**src/hdl/fpa_pkg.sv**
```systemverilog
// shared types and codes for the fixed-point alu
`default_nettype none
package fpa_pkg;

  localparam int DATA_WIDTH = 32;

  localparam logic [3:0] OP_ADD   = 4'd0;
  localparam logic [3:0] OP_SUB   = 4'd1;
  localparam logic [3:0] OP_MUL   = 4'd2;
  localparam logic [3:0] OP_DIV   = 4'd3;
  localparam logic [3:0] OP_GT    = 4'd4;
  localparam logic [3:0] OP_LT    = 4'd5;
  localparam logic [3:0] OP_GE    = 4'd6;
  localparam logic [3:0] OP_LE    = 4'd7;
  localparam logic [3:0] OP_EQ    = 4'd8;
  localparam logic [3:0] OP_NE    = 4'd9;
  localparam logic [3:0] OP_MIN   = 4'd10;
  localparam logic [3:0] OP_MAX   = 4'd11;
  localparam logic [3:0] OP_INC   = 4'd12;
  localparam logic [3:0] OP_DEC   = 4'd13;
  localparam logic [3:0] OP_TOINT = 4'd14;

  localparam logic [1:0] ST_OK   = 2'd0;
  localparam logic [1:0] ST_OVF  = 2'd1;
  localparam logic [1:0] ST_DIVZ = 2'd2;

  localparam logic signed [DATA_WIDTH-1:0] MAX_VAL = {1'b0, {(DATA_WIDTH-1){1'b1}}};
  localparam logic signed [DATA_WIDTH-1:0] MIN_VAL = {1'b1, {(DATA_WIDTH-1){1'b0}}};

  typedef struct packed {
    logic [3:0]                   op;
    logic signed [DATA_WIDTH-1:0] operand_a;
    logic signed [DATA_WIDTH-1:0] operand_b;
  } fpa_req_t;

  typedef struct packed {
    logic signed [DATA_WIDTH-1:0] result;
    logic                         flag;
    logic [1:0]                   status;
  } fpa_rsp_t;

  typedef struct packed {
    logic                         valid;
    logic [3:0]                   op;
    logic                         neg;
    logic signed [DATA_WIDTH-1:0] result;
    logic                         flag;
    logic [1:0]                   status;
  } fpa_side_t;

endpackage
`default_nettype wire

```
**src/hdl/fpa_mul.sv**
```systemverilog
// pipelined magnitude multiplier with rounding, padded to the divider latency
`default_nettype none
module fpa_mul #(
  parameter int FRAC_BITS = 8
) (
  input  wire logic                                     clk,
  input  wire logic                                     en,
  input  wire logic [fpa_pkg::DATA_WIDTH-1:0]           x,
  input  wire logic [fpa_pkg::DATA_WIDTH-1:0]           y,
  output logic      [2*fpa_pkg::DATA_WIDTH-FRAC_BITS:0] p
);

  localparam int W   = fpa_pkg::DATA_WIDTH;
  localparam int MW  = 2*W + 1 - FRAC_BITS;
  localparam int LAT = W + FRAC_BITS + 1;
  localparam int PAD = LAT - 2;

  logic [2*W-1:0] prod;
  logic [MW-1:0]  rnd;
  logic [MW-1:0]  pad [PAD];

  always_ff @(posedge clk) begin
    if (en) begin
      prod <= {{W{1'b0}}, x} * {{W{1'b0}}, y};
      rnd  <= MW'(({1'b0, prod} + ((2*W+1)'(1) << (FRAC_BITS-1))) >> FRAC_BITS);
      pad[0] <= rnd;
    end
  end

  genvar j;
  generate
    for (j = 1; j < PAD; j++) begin : g_pad
      always_ff @(posedge clk) begin
        if (en) begin
          pad[j] <= pad[j-1];
        end
      end
    end
  endgenerate

  assign p = pad[PAD-1];

endmodule
`default_nettype wire

```
**config.mk**
```make
export PLATFORM = sky130hd
export DESIGN_NAME = fpa_mul
export DESIGN_NICKNAME = d
export VERILOG_FILES = /design/src/hdl/fpa_pkg.sv /design/src/hdl/fpa_mul.sv
export SDC_FILE = /design/constraint.sdc
export NUM_CORES = 2
export LEC_CHECK = 0
export BUFFER_PORTS_ARGS = -buffer_cell sky130_fd_sc_hd__buf_2
export CORE_MARGIN = 3
export CORE_UTILIZATION = 52
export CTS_BUF_LIST = sky130_fd_sc_hd__clkbuf_8
export CTS_CLUSTER_DIAMETER = 150
export CTS_CLUSTER_SIZE = 30
export DETAILED_ROUTE_END_ITERATION = 6
export GPL_ROUTABILITY_DRIVEN = 0
export HOLD_SLACK_MARGIN = 0.06
export PLACE_DENSITY = 0.72
export RECOVER_POWER = 25
export SLEW_MARGIN = 30
export SYNTH_ARGS = -nofsm -noshare
export SYNTH_HDL_FRONTEND = slang
export SYNTH_SLANG_ARGS = --single-unit
```
**constraint.sdc**
```tcl
create_clock -name clk -period 7 [get_ports clk]
set_input_delay 0.7 -clock clk [delete_from_list [all_inputs] [get_ports clk]]
set_output_delay 0.7 -clock clk [all_outputs]
set_load 0.02 [all_outputs]
```
## Yosys cells after proc, flatten, opt, wreduce, memory -nomap -nowiden

Memories as Yosys holds them, arrays and structs flattened.
Index checks and enable logic that the tools add are counted.

| cells by class | value |
|---|---|
| divide/modulo/power cells | 0 |
| order comparisons | 0 |
| add/sub/neg operators | 1 |
| bitwise gates (word level) | 0 |
| eq/ne operators | 0 |
| $mul | 1 |
| shift operators | 0 |
| mux-type cells | 2 |
| reductions and logical operators | 0 |

Operators with widths:

| operator | number |
|---|---|
| 64-bit by 8-bit adder with 65-bit output, second input constant | 1 |
| 32-bit by 32-bit multiplier with 64-bit output | 1 |
| 1-bit 2-to-1 mux | 2 |

| word-level totals | value |
|---|---|
| word-level logic and storage cells | 7 |
| bits in latches | 0 |
| memory bits (read-only) | 0 |
| memory bits (writable) | 2223 |
| memories kept | 1 |
| register bits after elaboration | 121 |

Memory list:

| memory | depth | bits a word | rd ports | clocked after Yosys merged registers in | write ports | RTL line | text |
|---|---|---|---|---|---|---|---|
| pad | 39 | 57 | 39 | 0 | 39 | fpa_mul.sv:20 | `logic [MW-1:0] pad [PAD];` |

## Longest topological paths before layout

| depth | value |
|---|---|
| word-level depth | 2 |
| mapped depth | 27 |

## Worst setup path after synthesis

OpenSTA, ideal clock, no wires.

| timing path | value |
|---|---|
| path type | input port to flip-flop |
| from | input y[2] (netlist name) |
| to | register prod[56], data pin |
| stages | 24 |
| path slack | -0.362 ns |
| path buffers | 1 |
| arrival time | 7.100 ns |
| data required time | 6.738 ns |
| path through | clkbuf_1 > and2_1 > fa_1 > inv_1 > fa_1 > fa_1 > fa_1 > inv_1 > fa_1 > inv_1 > fa_1 > inv_1 > fa_1 > fa_1 > ha_1 > a21oi_1 > a21boi_1 > a311o_1 > or3_1 > o211ai_2 > nand3_1 > a31oi_1 > o21ai_1 > xor2_1 |

| between the ends | value |
|---|---|
| word-level cells in the longest chain between the ends | 1 |

RTL lines:

| item | RTL line | text |
|---|---|---|
| start: declaration | fpa_mul.sv:9 | `input wire logic [fpa_pkg::DATA_WIDTH-1:0] y,` |
| 32-bit by 32-bit multiplier with 64-bit output | fpa_mul.sv:24 | `prod <= {{W{1'b0}}, x} * {{W{1'b0}}, y};` |
| end signal: assignment | fpa_mul.sv:24 |  |
| end: declaration | fpa_mul.sv:18 | `logic [2*W-1:0] prod;` |

No other way between the ends.
A chain may end at the register's enable or synchronous reset.

## Final worst setup path

| timing path | value |
|---|---|
| from | input x[14] (netlist name) |
| to | register prod[45], data pin |

| between the ends | value |
|---|---|
| word-level cells in the longest chain between the ends | 1 |

RTL lines:

| item | RTL line | text |
|---|---|---|
| start: declaration | fpa_mul.sv:8 | `input wire logic [fpa_pkg::DATA_WIDTH-1:0] x,` |
| 32-bit by 32-bit multiplier with 64-bit output | fpa_mul.sv:24 |  |

No other way between the ends.

==> results_dict.tcl <==
set metrics [dict create \
    skew_ps 33.6 \
    max_cap_viol_count 0 \
    cts-root-buf "clkbuf_8" \
    syn_area_sq_um 105000 \
    cp.required_ps 7550 \
    crit_buf_inv 7 \
    h-tree-depth 3 \
    cts_tree "done" \
    overflow 0 \
    wl_per_cell_um 16.7 \
    fin_ws_ps -2.60 \
    clk_latency_ps 800 \
    drt_iter0_markers 3553 \
    ant_nets 0 \
    via_per_inst 5.04 \
    fp.dieH_um 455 \
    max_stage_delay_ps 580 \
    rows 164 \
    areaGrowthSynthToFinish_pct 7.70 \
    cpMostUsedCell "fa_1" \
    die_width_um 455 \
    hold_path.startpoint "en" \
    grt_usage_pct 15.1 \
    period_needed_ps 7000 \
    cts_made_buffers 87 \
    grt_setup_unrepaired "true" \
    path_class "in2reg" \
    io_pins 123 \
    clk_path_buf_depth 3 \
    final_max_slew_viol_count 0 \
    rr_worst_depth 9 \
    avgSynthCellArea_sq_um 16.9 \
    ff_latch_area_sq_um 70200 \
    violations "setup timing" \
    outcome "finished with violations" \
    wl_mm 154 \
    synth-warning-count 0 \
    hp-class "in2reg" \
    worstReg2RegEnd "rnd[52]" \
    synthCells 6213 \
    slew_headroom_pct 36.0 \
    synth_edf_count 2337 \
    grt_max_degree 209 \
    syn_nets 7435 \
    fin_crit_sh_pct 100 \
    antenna_found_initial 7 \
    place_ws_ps -1150 \
    drc 0 \
    final_hold_viol_count 0 \
    cpLargestDelayFamily "adder cells" \
    crit_path_end_kind "flop" \
    async_reset_ff_share_pct 0 \
    dp_hpwl_mm 113 \
    setup_violations 1 \
    core_sq_um 200000 \
    crit_slowest_cell "fa_1" \
    ys_seq_elements 2337 \
    portBuffers 122 \
    critPathLaunchType "primary input" \
    synthFlopType "edfxtp_1" \
    grt_pass1_wl_mm 252 \
    fmaxAchievable_ghz 0.143 \
    multiInputGateArea_sq_um 30800 \
    tightest_slew_ps 960 \
    min_delay_worst_endpoint "pad[4][344]" \
    first_global_vias 49300 \
    rr_startpoint "prod[19]" \
    dr.pass1.iters 6 \
    arrival_ps 7560 \
    synth_cell_type_count 63 \
    holdPathStages 1 \
    nets 7766 \
    start_util_pct 52.4 \
    vias 46400 \
    die_area_sq_um 207000 \
    clk_pin_slew_worst_paths_ps 160 \
    drive_gt1_share_pct 11.3 \
    rrSetupSlack_ps 4310 \
    seq_area_frac_synth_pct 67.0 \
    fillers 15000 \
    cts.sinks 2337 \
    critPathMaxFanout 6 \
]
## sequential cells by signal, summed over array words and instances, names as in the netlist
register  count
pad        2223
prod         57
rnd          57
## final cells by class
class,instances,share of cell area [%]
clock buffer,89,1.09
multi-input combinational,2743,27.3
antenna,5,0.0111
tap,2656,2.94
timing repair buffer,513,3.60
sequential,2337,62.2
clock inverter,6,0.0466
inverter,862,2.87
## layout by cell type, fill, tap and decap left out, types with 5 or more instances in the layout
master       n
and2_4      18
nand4_1     28
ha_1       243
inv_1      857
nand2_1    497
xor2_1      39
buf_2       90
a21o_1      36
fa_2        28
a21oi_4      5
a21oi_1     54
nor3_1       5
clkbuf_4     8
o21a_1       5
o21bai_1    16
a211oi_1     5
fa_1       867
o21ai_1      8
and2_1     583
buf_6       26
nand3_1     32
o21ai_0     21
edfxtp_1  2337
buf_12      23
inv_2        5
a21oi_2      9
xnor2_1     71
diode_2      5
nand2_2      5
buf_4      363
and3_1      20
nor2_1      41
a31oi_1      7
and4_1      10
clkbuf_8    89
ha_4        18
## worst reg2reg max path: stages (launching register included)
cell      delay (ps)
edfxtp_1         450
and4_1           250
and3_1           230
and4_1           310
and3_1           190
nand2_1          180
nor2_1           310
and2_1           240
nand4_1          130
xnor2_1          150
## synth_stat cells (all sizes together), types with 2 or more instances
| library cell | count | area, sq um |
|---|---|---|
| edfxtp | 2337 | 70200 |
| fa | 895 | 17900 |
| inv | 862 | 3240 |
| and2 | 601 | 3760 |
| nand2 | 502 | 1880 |
| ha | 261 | 3270 |
| clkbuf | 206 | 776 |
| xnor2 | 71 | 622 |
| a21oi | 68 | 348 |
| buf | 65 | 479 |
| nor2 | 45 | 169 |
| xor2 | 39 | 342 |
| a21o | 36 | 270 |
| nand3 | 34 | 170 |
| o21ai | 31 | 155 |
| nand4 | 28 | 175 |
| and3 | 23 | 151 |
| o21bai | 17 | 128 |
| and4 | 12 | 108 |
| a31oi | 9 | 56.3 |
| a211oi | 8 | 75.1 |
| nor3 | 8 | 50.1 |
| nor2b | 5 | 31.3 |
| o21a | 5 | 37.5 |
| a21boi | 4 | 30.0 |
| a311oi | 3 | 26.3 |
| mux2i | 3 | 30.0 |
| nand2b | 3 | 18.8 |
| nor3b | 3 | 22.5 |
| o211ai | 3 | 32.5 |
| o31ai | 3 | 22.5 |
| o41ai | 3 | 52.6 |
| a2bb2oi | 2 | 17.5 |
| a41o | 2 | 21.3 |
| a41oi | 2 | 17.5 |
| and2b | 2 | 15.0 |
## through the flow
step           hold slack [ps]  instances  utilization (%)  setup TNS (ps)  area [sq um]
5_1_grt                    403       9207             56.4            -404        113000
6_report                   396       9211             56.4           -2.60        113000
2_1_floorplan              400       6213                -           -1300        105000
3_5_place_dp               405       9094             55.4          -30480        111000
3_3_place_gp               400       9094             55.4          -31730        111000
4_1_cts                    361       9190             56.0               0        112000
## worst max-delay path by stage
stage,from,to,slack (ps),cells past startpoint
6_report,x[14],prod[45],-3,25
5_1_grt,x[11],prod[61],-110,24
4_1_cts,y[8],prod[58],4,26
3_5_place_dp,y[8],prod[59],-1150,23
3_3_place_gp,y[3],prod[59],-1170,24
2_1_floorplan,y[2],prod[61],-150,24
## kinds of logic (layout without fill, tap and decap cells)
| logic type | after synthesis | count (layout) | share of synthesized area [%] |
|---|---|---|---|
| flops | 2337 | 2337 | 67.0 |
| compound gates | 203 | 203 | 1.29 |
| mux | 3 | 3 | 0.0287 |
| buf+inv | 1133 | 1470 | 4.29 |
| other cells | 0 | 5 | 0 |
| simple gates | 1271 | 1271 | 6.29 |
| xor+xnor | 110 | 110 | 0.919 |
| fa+ha+maj | 1156 | 1156 | 20.2 |
## metal layers
layer / up-vias / global-route usage, % / wire [um]
met5: - / 0 / 45
met3: 246 / 2.31 / 6830
li1: 21200 / - / -
met2: 862 / 25.7 / 75500
met1: 24000 / 20.5 / 67700
met4: 6 / 4.27 / 3840
## timing repair
item / in CTS / in global routing
pin swaps: 4 / 52
hold buffers: 0 / 0
endpoints found under the setup margin: 11 / 25
resized for setup: 14 / 158
setup buffers: 1 / 13
cloned: 0 / 2
Power is not shown: default switching activity piles up to over one toggle a cycle in this logic, so the estimate is an artifact.
